**config.mk**
```make
export PLATFORM = sky130hd
export DESIGN_NAME = fnv1a_hashed_direct_table_top
export DESIGN_NICKNAME = d
export VERILOG_FILES = /design/src/rtl/core/fht_pkg.sv /design/src/rtl/core/fht_mod.sv /design/src/rtl/core/fnv1a_hashed_direct_table_top.sv
export VERILOG_INCLUDE_DIRS = /design/src /design/src/rtl/core
export SDC_FILE = /design/constraint.sdc
export NUM_CORES = 1
export LEC_CHECK = 0
export BUFFER_PORTS_ARGS = -buffer_cell sky130_fd_sc_hd__buf_2
export CAP_MARGIN = 20
export CORE_ASPECT_RATIO = 1.4
export CORE_UTILIZATION = 45
export CTS_CLUSTER_SIZE = 20
export DETAILED_ROUTE_END_ITERATION = 10
export PLACE_DENSITY_LB_ADDON = 0.12
export SLEW_MARGIN = 20
export SYNTH_ARGS = -nofsm -noshare
export SYNTH_HDL_FRONTEND = slang
export SYNTH_SLANG_ARGS = --single-unit
```
**constraint.sdc**
```tcl
create_clock -name clock -period 4.7 [get_ports clock]
set_input_delay 0.47 -clock clock [delete_from_list [all_inputs] [get_ports clock]]
set_output_delay 0.47 -clock clock [all_outputs]
set_load 0.01 [all_outputs]
```
**src/rtl/core/fnv1a_hashed_direct_table_top_macros.svh**
```systemverilog
// assertion macros shared by the hashed table modules
`ifndef FNV1A_HASHED_DIRECT_TABLE_TOP_MACROS_SVH
`define FNV1A_HASHED_DIRECT_TABLE_TOP_MACROS_SVH

// same-cycle implication, disabled during reset
`define FHT_ASSERT_IMPLY(lbl, clk, rst, ante, cons, msg) \
   lbl: assert property (@(posedge clk) disable iff (rst) (ante) |-> (cons)) \
      else $error(msg);

// next-cycle implication, disabled during reset
`define FHT_ASSERT_NEXT(lbl, clk, rst, ante, cons, msg) \
   lbl: assert property (@(posedge clk) disable iff (rst) (ante) |=> (cons)) \
      else $error(msg);

`endif

```
**src/rtl/core/fht_pkg.sv**
```systemverilog
// package: constants, op codes and the fnv-1a byte step for the hashed table
package fht_pkg;

   localparam int HASH_W = 32;
   localparam int VALUE_W = 32;
   localparam int KEY_BYTE_W = 8;
   localparam int OP_W = 2;
   localparam int SLOT_INDEX_W = 5;

   localparam int DEFAULT_TABLE_DEPTH = 32;

   localparam logic [HASH_W-1:0] FNV_BASIS = 32'd2166136261;

   localparam logic [OP_W-1:0] OP_INSERT = 2'd0;
   localparam logic [OP_W-1:0] OP_REMOVE = 2'd1;
   localparam logic [OP_W-1:0] OP_GET = 2'd2;
   localparam logic [OP_W-1:0] OP_UPDATE = 2'd3;

   // xor in the byte, then multiply by the fnv prime 0x01000193 as shift-add
   function automatic logic [HASH_W-1:0] fnv_step(input logic [HASH_W-1:0] hash,
                                                  input logic [KEY_BYTE_W-1:0] key_byte);
      logic [HASH_W-1:0] x;
      begin
         x = hash ^ {{(HASH_W-KEY_BYTE_W){1'b0}}, key_byte};
         return (x << 24) + (x << 8) + (x << 7) + (x << 4) + (x << 1) + x;
      end
   endfunction

endpackage

```
**src/rtl/core/fht_mod.sv**
```systemverilog
// remainder of a 32-bit hash by the table depth, by reciprocal multiply
`include "fnv1a_hashed_direct_table_top_macros.svh"

module fht_mod #(
   parameter int TABLE_DEPTH = fht_pkg::DEFAULT_TABLE_DEPTH
) (
   input  logic                           clock,
   input  logic                           reset,
   input  logic                           load,
   input  logic [fht_pkg::HASH_W-1:0]     dividend,
   output logic                           done,
   output logic [$clog2(TABLE_DEPTH)-1:0] rem
);

   localparam int RW = $clog2(TABLE_DEPTH);
   localparam int PW = 2 * fht_pkg::HASH_W;
   localparam logic [PW-1:0] MAGIC_WIDE =
      ((PW'(1) << fht_pkg::HASH_W) * ((PW'(1) << RW) - PW'(TABLE_DEPTH))) / PW'(TABLE_DEPTH)
      + PW'(1);
   localparam logic [fht_pkg::HASH_W-1:0] MAGIC = MAGIC_WIDE[fht_pkg::HASH_W-1:0];
   localparam logic [RW:0] DEPTH_W = (RW+1)'(TABLE_DEPTH);
   localparam logic [RW-1:0] DEPTH_LOW = RW'(TABLE_DEPTH);

   logic [fht_pkg::HASH_W-1:0] num_ff, num_in;
   logic [fht_pkg::HASH_W-1:0] hi_ff, hi_in;
   logic [RW-1:0]              quo_ff, quo_in;
   logic [RW-1:0]              rem_ff, rem_in;
   logic [2:0]                 stage_ff, stage_in;
   logic                       done_ff, done_in;
   logic [PW-1:0]              prod;
   logic [fht_pkg::HASH_W-1:0] sum;
   logic [RW-1:0]              qd;

   // high word of hash times magic, then quotient, then low bits of hash minus q*depth
   assign prod = PW'(num_ff) * PW'(MAGIC);
   assign sum = hi_ff + ((num_ff - hi_ff) >> 1);
   assign qd = quo_ff * DEPTH_LOW;

   always_comb begin
      num_in = num_ff;
      hi_in = hi_ff;
      quo_in = quo_ff;
      rem_in = rem_ff;
      stage_in = {stage_ff[1:0], load};
      done_in = done_ff;
      if (stage_ff[0]) begin
         hi_in = prod[PW-1:fht_pkg::HASH_W];
      end
      if (stage_ff[1]) begin
         quo_in = RW'(sum >> (RW - 1));
      end
      if (stage_ff[2]) begin
         rem_in = num_ff[RW-1:0] - qd;
         done_in = 1'b1;
      end
      if (load) begin
         num_in = dividend;
         done_in = 1'b0;
      end
   end

   always_ff @(posedge clock) begin
      num_ff <= num_in;
      hi_ff <= hi_in;
      quo_ff <= quo_in;
      rem_ff <= rem_in;
      if (reset) begin
         stage_ff <= '0;
         done_ff <= 1'b0;
      end else begin
         stage_ff <= stage_in;
         done_ff <= done_in;
      end
   end

   assign done = done_ff;
   assign rem = rem_ff;

   `FHT_ASSERT_IMPLY(a_rem_in_range, clock, reset, done_ff, (RW+1)'(rem_ff) < DEPTH_W, "remainder out of range")
   `FHT_ASSERT_IMPLY(a_stage_onehot, clock, reset, 1'b1, $onehot0(stage_ff), "overlapping remainder stages")
   `FHT_ASSERT_IMPLY(a_busy_done_excl, clock, reset, stage_ff != '0, !done_ff, "busy and done together")
   `FHT_ASSERT_NEXT(a_load_starts, clock, reset, load, stage_ff[0] && !done_ff, "load did not start")

endmodule

```
**src/rtl/core/fnv1a_hashed_direct_table_top.sv**
```systemverilog
// Key bytes stream in one per transaction and are folded into a running
// FNV-1a hash; while idle, a byte that is not the last of its key is taken
// every cycle. The last byte of a key occupies the block until its result is
// loaded: the remainder unit forms hash mod TABLE_DEPTH by reciprocal
// multiplication, the slot memory is read, and once the result register is
// free the slot is written as the op needs and the result loaded. After reset
// it clears the slot memory one entry per cycle, taking no transaction till then.
`include "fnv1a_hashed_direct_table_top_macros.svh"

module fnv1a_hashed_direct_table_top #(
   parameter int TABLE_DEPTH = fht_pkg::DEFAULT_TABLE_DEPTH
) (
   input  logic                             clock,
   input  logic                             reset,
   input  logic                             req_valid,
   output logic                             req_ready,
   input  logic [fht_pkg::KEY_BYTE_W-1:0]   req_key_byte,
   input  logic                             req_key_last,
   input  logic [fht_pkg::OP_W-1:0]         req_op,
   input  logic [fht_pkg::VALUE_W-1:0]      req_value_in,
   output logic                             rsp_valid,
   input  logic                             rsp_ready,
   output logic [fht_pkg::VALUE_W-1:0]      rsp_value_out,
   output logic [fht_pkg::SLOT_INDEX_W-1:0] rsp_slot_index,
   output logic                             rsp_status
);

   localparam int IW = $clog2(TABLE_DEPTH);
   localparam int MW = fht_pkg::VALUE_W + 1;
   localparam logic [IW-1:0] LAST_SLOT = IW'(TABLE_DEPTH - 1);

   localparam logic [2:0] ST_CLEAR = 3'd0;
   localparam logic [2:0] ST_IDLE = 3'd1;
   localparam logic [2:0] ST_MOD = 3'd2;
   localparam logic [2:0] ST_EXEC = 3'd3;

   logic [2:0]                      state_ff, state_in;
   logic [IW-1:0]                   clr_addr_ff, clr_addr_in;
   logic [fht_pkg::HASH_W-1:0]      hash_ff, hash_in;
   logic [fht_pkg::HASH_W-1:0]      hash_next;
   logic [fht_pkg::OP_W-1:0]        op_ff;
   logic [fht_pkg::VALUE_W-1:0]     value_ff;
   logic [IW-1:0]                   slot_ff;
   logic [MW-1:0]                   slot_mem_ff [TABLE_DEPTH];
   logic [MW-1:0]                   rd_data_ff;
   logic                            rsp_valid_ff, rsp_valid_in;
   logic [fht_pkg::VALUE_W-1:0]     rsp_value_ff, rsp_value_in;
   logic [fht_pkg::SLOT_INDEX_W-1:0] rsp_slot_ff, rsp_slot_in;
   logic                            rsp_status_ff, rsp_status_in;

   logic          req_fire;
   logic          mod_load;
   logic          mod_done;
   logic [IW-1:0] mod_rem;
   logic          rd_en;
   logic          exec_fire;
   logic          occupied;
   logic          wr_en;
   logic [IW-1:0] wr_addr;
   logic [MW-1:0] wr_data;

   assign req_ready = (state_ff == ST_IDLE);
   assign req_fire = req_valid && req_ready;
   assign hash_next = fht_pkg::fnv_step(hash_ff, req_key_byte);
   assign mod_load = req_fire && req_key_last;

   fht_mod #(
      .TABLE_DEPTH(TABLE_DEPTH)
   ) u_mod (
      .clock   (clock),
      .reset   (reset),
      .load    (mod_load),
      .dividend(hash_next),
      .done    (mod_done),
      .rem     (mod_rem)
   );

   assign rd_en = (state_ff == ST_MOD) && mod_done;
   assign exec_fire = (state_ff == ST_EXEC) && (!rsp_valid_ff || rsp_ready);
   assign occupied = rd_data_ff[MW-1];

   always_comb begin
      state_in = state_ff;
      clr_addr_in = clr_addr_ff;
      hash_in = hash_ff;
      wr_en = 1'b0;
      wr_addr = slot_ff;
      wr_data = '0;
      rsp_valid_in = rsp_valid_ff && !rsp_ready;
      rsp_value_in = rsp_value_ff;
      rsp_slot_in = rsp_slot_ff;
      rsp_status_in = rsp_status_ff;
      case (state_ff)
         ST_CLEAR: begin
            wr_en = 1'b1;
            wr_addr = clr_addr_ff;
            clr_addr_in = clr_addr_ff + 1'b1;
            if (clr_addr_ff == LAST_SLOT) begin
               state_in = ST_IDLE;
            end
         end
         ST_IDLE: begin
            if (req_fire) begin
               if (req_key_last) begin
                  hash_in = fht_pkg::FNV_BASIS;
                  state_in = ST_MOD;
               end else begin
                  hash_in = hash_next;
               end
            end
         end
         ST_MOD: begin
            if (mod_done) begin
               state_in = ST_EXEC;
            end
         end
         ST_EXEC: begin
            if (exec_fire) begin
               rsp_valid_in = 1'b1;
               rsp_slot_in = fht_pkg::SLOT_INDEX_W'(slot_ff);
               rsp_value_in = '0;
               rsp_status_in = 1'b0;
               case (op_ff)
                  fht_pkg::OP_INSERT: begin
                     if (occupied) begin
                        rsp_status_in = 1'b1;
                     end else begin
                        wr_en = 1'b1;
                        wr_data = {1'b1, value_ff};
                     end
                  end
                  fht_pkg::OP_REMOVE: begin
                     wr_en = 1'b1;
                  end
                  fht_pkg::OP_GET: begin
                     if (occupied) begin
                        rsp_value_in = rd_data_ff[fht_pkg::VALUE_W-1:0];
                     end
                  end
                  default: begin
                     wr_en = 1'b1;
                     wr_data = {1'b1, value_ff};
                  end
               endcase
               state_in = ST_IDLE;
            end
         end
         default: begin
            state_in = ST_IDLE;
         end
      endcase
   end

   always_ff @(posedge clock) begin
      if (wr_en) begin
         slot_mem_ff[wr_addr] <= wr_data;
      end
      if (rd_en) begin
         rd_data_ff <= slot_mem_ff[mod_rem];
      end
   end

   always_ff @(posedge clock) begin
      if (mod_load) begin
         op_ff <= req_op;
         value_ff <= req_value_in;
      end
      if (rd_en) begin
         slot_ff <= mod_rem;
      end
      rsp_value_ff <= rsp_value_in;
      rsp_slot_ff <= rsp_slot_in;
      rsp_status_ff <= rsp_status_in;
      if (reset) begin
         state_ff <= ST_CLEAR;
         clr_addr_ff <= '0;
         hash_ff <= fht_pkg::FNV_BASIS;
         rsp_valid_ff <= 1'b0;
      end else begin
         state_ff <= state_in;
         clr_addr_ff <= clr_addr_in;
         hash_ff <= hash_in;
         rsp_valid_ff <= rsp_valid_in;
      end
   end

   assign rsp_valid = rsp_valid_ff;
   assign rsp_value_out = rsp_value_ff;
   assign rsp_slot_index = rsp_slot_ff;
   assign rsp_status = rsp_status_ff;

   `FHT_ASSERT_NEXT(a_hash_restart, clock, reset, mod_load, hash_ff == fht_pkg::FNV_BASIS, "hash not reset after last byte")
   `FHT_ASSERT_IMPLY(a_collide_zero, clock, reset, rsp_valid_ff && rsp_status_ff, rsp_value_ff == '0, "collision with nonzero value")
   `FHT_ASSERT_IMPLY(a_rsp_from_exec, clock, reset, $rose(rsp_valid_ff), $past(state_ff) == ST_EXEC, "result loaded outside execute")

endmodule
```
==> results.json <==
{
  "placed_area_um2": 48800,
  "r2r_worst_path_depth": 6,
  "design_area_um2": 52800,
  "crit_type": "flop to flop",
  "r2r-end": "slot_mem_ff[3][5]",
  "tightest_slew_ns": 1.17,
  "r2r_slack_ns": 1.27,
  "tritoncts_num_sinks": 1193,
  "endpoint_kind": "flop",
  "cts-root-buf": "sky130_fd_sc_hd__clkbuf_16",
  "vias_in_the_first_global_route": 24300,
  "synthesis.area_um2": 46000,
  "initialDrtViolationCount": 1915,
  "rsz0062_at_grt": "no",
  "grt_max_degree": 135,
  "die-height_um": 380,
  "ios": 87,
  "drtAntennaViolNets": 0,
  "setup-tns-final_ns": 0,
  "wirelength_um": 116000,
  "dr.pass1.iters": 5,
  "crit-reg2reg-launch": "state_ff[0]",
  "maxCapViolCount": 0,
  "async_flop_share_pct": 0,
  "clock_power_share_pct": 38.6,
  "floorplan.initialDensity_pct": 45.4,
  "final_cell_count_no_fill": 4217,
  "synth_cell_type_count": 39,
  "die_x_um": 272,
  "status": "finished, final reports clean",
  "maxSlewViolCount": 0,
  "cts_made_buffers": 111,
  "yosys.area.top_type_share_pct": 76.8,
  "io_buffers": 83,
  "achievable-frequency_mhz": 291,
  "worst_clock_skew_ns": 0.0288,
  "global_route_wire_length_before_repair_um": 166000,
  "start_point_of_the_worst_min_delay_path": "rsp_ready",
  "globalplace.congestion": 0.787,
  "min_delay_worst_endpoint": "rsp_valid",
  "p_per_area_nw_per_um2": 445,
  "post-synth-top-count-cell": "sky130_fd_sc_hd__edfxtp_1",
  "place.detailed.instances": 3978,
  "cp-start-kind": "flop",
  "floorplan.rows": 138,
  "fin_crit_ns": 3.43,
  "fp.dieArea_um2": 103000,
  "share_of_post_route_cells_with_drive_strength_above_1_pct": 14.1,
  "post_synth.cell_area_avg_um2": 17.7,
  "netSwitchingPower_w": 0.00530,
  "ctsLongestPathBuffers": 3,
  "syn-instance-count": 2604,
  "synth.top_cells.by_count": "1,176 x sky130_fd_sc_hd__edfxtp_1, 535 x sky130_fd_sc_hd__mux2i_1, 115 x sky130_fd_sc_hd__nand2_1, 105 x sky130_fd_sc_hd__a21oi_1, 101 x sky130_fd_sc_hd__nand3_1",
  "synth_top_cell_by_area": "sky130_fd_sc_hd__edfxtp_1",
  "slew-limit-headroom_pct": 21.7,
  "synth.net_count": 2661,
  "clkSlewWorstSetupHoldPaths_ns": 0.06,
  "largest_vdd_supply_drop_uv": 501,
  "final_hold_viol_count": 0,
  "min_period_over_period_pct": 73.0,
  "leak_pwr_nw": 19.6,
  "hold_class": "primary input to flop",
  "grt_usage_pct": 22.4,
  "nNetsFinal": 2852,
  "whs_ns": 0.0943,
  "cell_internal_pwr_w": 0.0182,
  "clk-insertion-delay-late_ns": 0.70,
  "number_of_flops_mapped_to_enable_cells_by_yosys": 1176,
  "routedWlPerCell_um": 27.5,
  "p_comb_share_pct": 7.6,
  "cts_tree": "yes",
  "synth_sequential_area_ratio_pct": 77.5,
  "critical_path_arrival_ns": 3.79,
  "coreArea_um2": 101000,
  "number_of_antenna_violations_at_the_first_check_in_global_routing": 2,
  "syn_to_final_growth_pct": 14.8,
  "drcViolationCount": 0,
  "synth.area.top_cells": "sky130_fd_sc_hd__edfxtp_1 77%, sky130_fd_sc_hd__mux2i_1 12%, sky130_fd_sc_hd__a22oi_1 1.6%",
  "synth_seq_cells": 1193,
  "routed-via-count": 23600,
  "clock_tree.htree_level_count": 3,
  "worst_ep_required_time_ns": 5.06,
  "via_per_inst": 5.60,
  "setup_viol": 0,
  "seqPwrFrac_pct": 53.7,
  "ys.flop_type": "sky130_fd_sc_hd__edfxtp_1",
  "whs_path_depth": 4,
  "synthesis.yosys.warnings": 0,
  "gr-total-overflow": 0,
  "cts_resized": 0,
  "place_hpwl_um": 68700,
  "switching_share_pct": 22.5,
  "critPathMaxFanout": 13
}
[flip-flops by register name (all words and copies together) (netlist names)]
signal / flops
rsp_value_out: 32
op_ff: 2
state_ff: 2
slot_ff: 5
u_mod.num_ff: 5
u_mod.stage_ff: 3
rsp_status: 1
slot_mem_ff: 1056
clr_addr_ff: 5
rd_data_ff: 33
u_mod.done: 1
rsp_slot_index: 5
value_ff: 32
rsp_valid: 1
u_mod.rem: 5
hash_ff: 5
[per-stage QoR]
step / utilization, % / worst slack [ns] / total power (W)
6_report: 52.2 / 1.27 / 0.0235
5_1_grt: 52.2 / 1.11 / 0.0242
4_1_cts: 52.1 / 1.25 / 0.0237
3_5_place_dp: 48.2 / 1.25 / 0.0147
3_3_place_gp: 48.2 / 1.25 / 0.0146
2_1_floorplan: - / 1.27 / 0.0137
[layout make-up]
type	count	area, µm²
Antenna cell	1	2.50
Clock buffer	134	2920
Clock inverter	70	734
Fill cell	8233	48400
Inverter	5	18.8
Multi-Input combinational cell	1265	9940
Sequential cell	1193	35700
Tap cell	1330	1660
Timing Repair Buffer	219	1850
[how the worst max path moves through the flow]
stage                     start                 end  slack (ns)  depth (start not counted)
floorplan             rsp_ready  slot_mem_ff[0][23]        1.27                          5
global placement    state_ff[0]  slot_mem_ff[3][19]        1.25                          6
detailed placement  state_ff[1]   slot_mem_ff[3][7]        1.25                          6
CTS                 state_ff[1]   slot_mem_ff[3][5]        1.25                          6
global route        state_ff[0]   slot_mem_ff[3][5]        1.11                          6
finish              state_ff[0]   slot_mem_ff[3][5]        1.27                          6
[metal layers]
layer,vias to the layer above,track usage (%),share of wire [%]
met1,12300,27.4,40
met4,0,9.70,3.9
met5,-,0,0
li1,10600,-,-
met2,571,39.7,52
met3,180,2.88,4.2
[power by group through the flow]
stage	logic (W)	registers (W)	clock network [W]
floorplan	0.000864	0.0128	0
global placement	0.00178	0.0128	0
detailed placement	0.00180	0.0129	0
CTS	0.00182	0.0126	0.00926
global route	0.00190	0.0127	0.00963
finish	0.00179	0.0126	0.00908
[worst max-delay path, stage by stage (launching register included)]
cell and delay (ns):
sky130_fd_sc_hd__dfxtp_1 0.34, sky130_fd_sc_hd__inv_1 0.09, sky130_fd_sc_hd__ha_1 0.53, sky130_fd_sc_hd__mux2i_1 0.63, sky130_fd_sc_hd__nand3_1 0.48, sky130_fd_sc_hd__nor2_4 0.64, sky130_fd_sc_hd__buf_4 0.38
[layout by cell type (no fill, tap or decap), types with 3 or more instances in the layout]
master | synthesis | layout
sky130_fd_sc_hd__mux2i_1 | 535 | 535
sky130_fd_sc_hd__nand3_1 | 101 | 101
sky130_fd_sc_hd__nor3b_1 | 3 | 3
sky130_fd_sc_hd__nor2_1 | 52 | 19
sky130_fd_sc_hd__and2_2 | 0 | 17
sky130_fd_sc_hd__nor2_4 | 0 | 33
sky130_fd_sc_hd__ha_1 | 10 | 10
sky130_fd_sc_hd__a22o_1 | 66 | 66
sky130_fd_sc_hd__nor2b_4 | 0 | 3
sky130_fd_sc_hd__a21oi_1 | 105 | 105
sky130_fd_sc_hd__buf_2 | 45 | 83
sky130_fd_sc_hd__buf_12 | 0 | 26
sky130_fd_sc_hd__nor2b_1 | 8 | 5
sky130_fd_sc_hd__dfxtp_1 | 17 | 17
sky130_fd_sc_hd__and2_1 | 67 | 49
sky130_fd_sc_hd__inv_1 | 5 | 5
sky130_fd_sc_hd__clkbuf_1 | 53 | 20
sky130_fd_sc_hd__edfxtp_1 | 1176 | 1176
sky130_fd_sc_hd__xor2_1 | 5 | 5
sky130_fd_sc_hd__a31oi_1 | 33 | 33
sky130_fd_sc_hd__nor3_1 | 37 | 37
sky130_fd_sc_hd__xnor2_1 | 5 | 5
sky130_fd_sc_hd__bufinv_16 | 0 | 16
sky130_fd_sc_hd__clkbuf_16 | 0 | 113
sky130_fd_sc_hd__nand2_1 | 115 | 114
sky130_fd_sc_hd__buf_4 | 25 | 76
sky130_fd_sc_hd__clkinv_1 | 0 | 26
sky130_fd_sc_hd__clkinv_2 | 0 | 23
sky130_fd_sc_hd__dlygate4sd3_1 | 0 | 34
sky130_fd_sc_hd__a22oi_1 | 99 | 99
[logic make-up (layout without fill, tap and decap cells)]
kind of cell             count (synthesis)  after routing  share of synthesized area [%]
adder cells (fa/ha/maj)                 10             10                          0.272
XOR/XNOR                                13             13                          0.310
AND/OR/NAND/NOR                        395            395                           4.11
buffers and inverters                  146            428                           1.52
other                                    0              1                              0
multiplexers                           536            536                           11.7
AO/OA/AOI/OAI                          311            311                           4.59
flip-flops                            1193           1193                           77.5
[timing repair]
action                                 4_1_cts  5_1_grt
buffers inserted                             0        0
hold buffers                                34        0
endpoints found under the hold margin       34        0
Note: power is estimated with default switching activity, not from simulation.
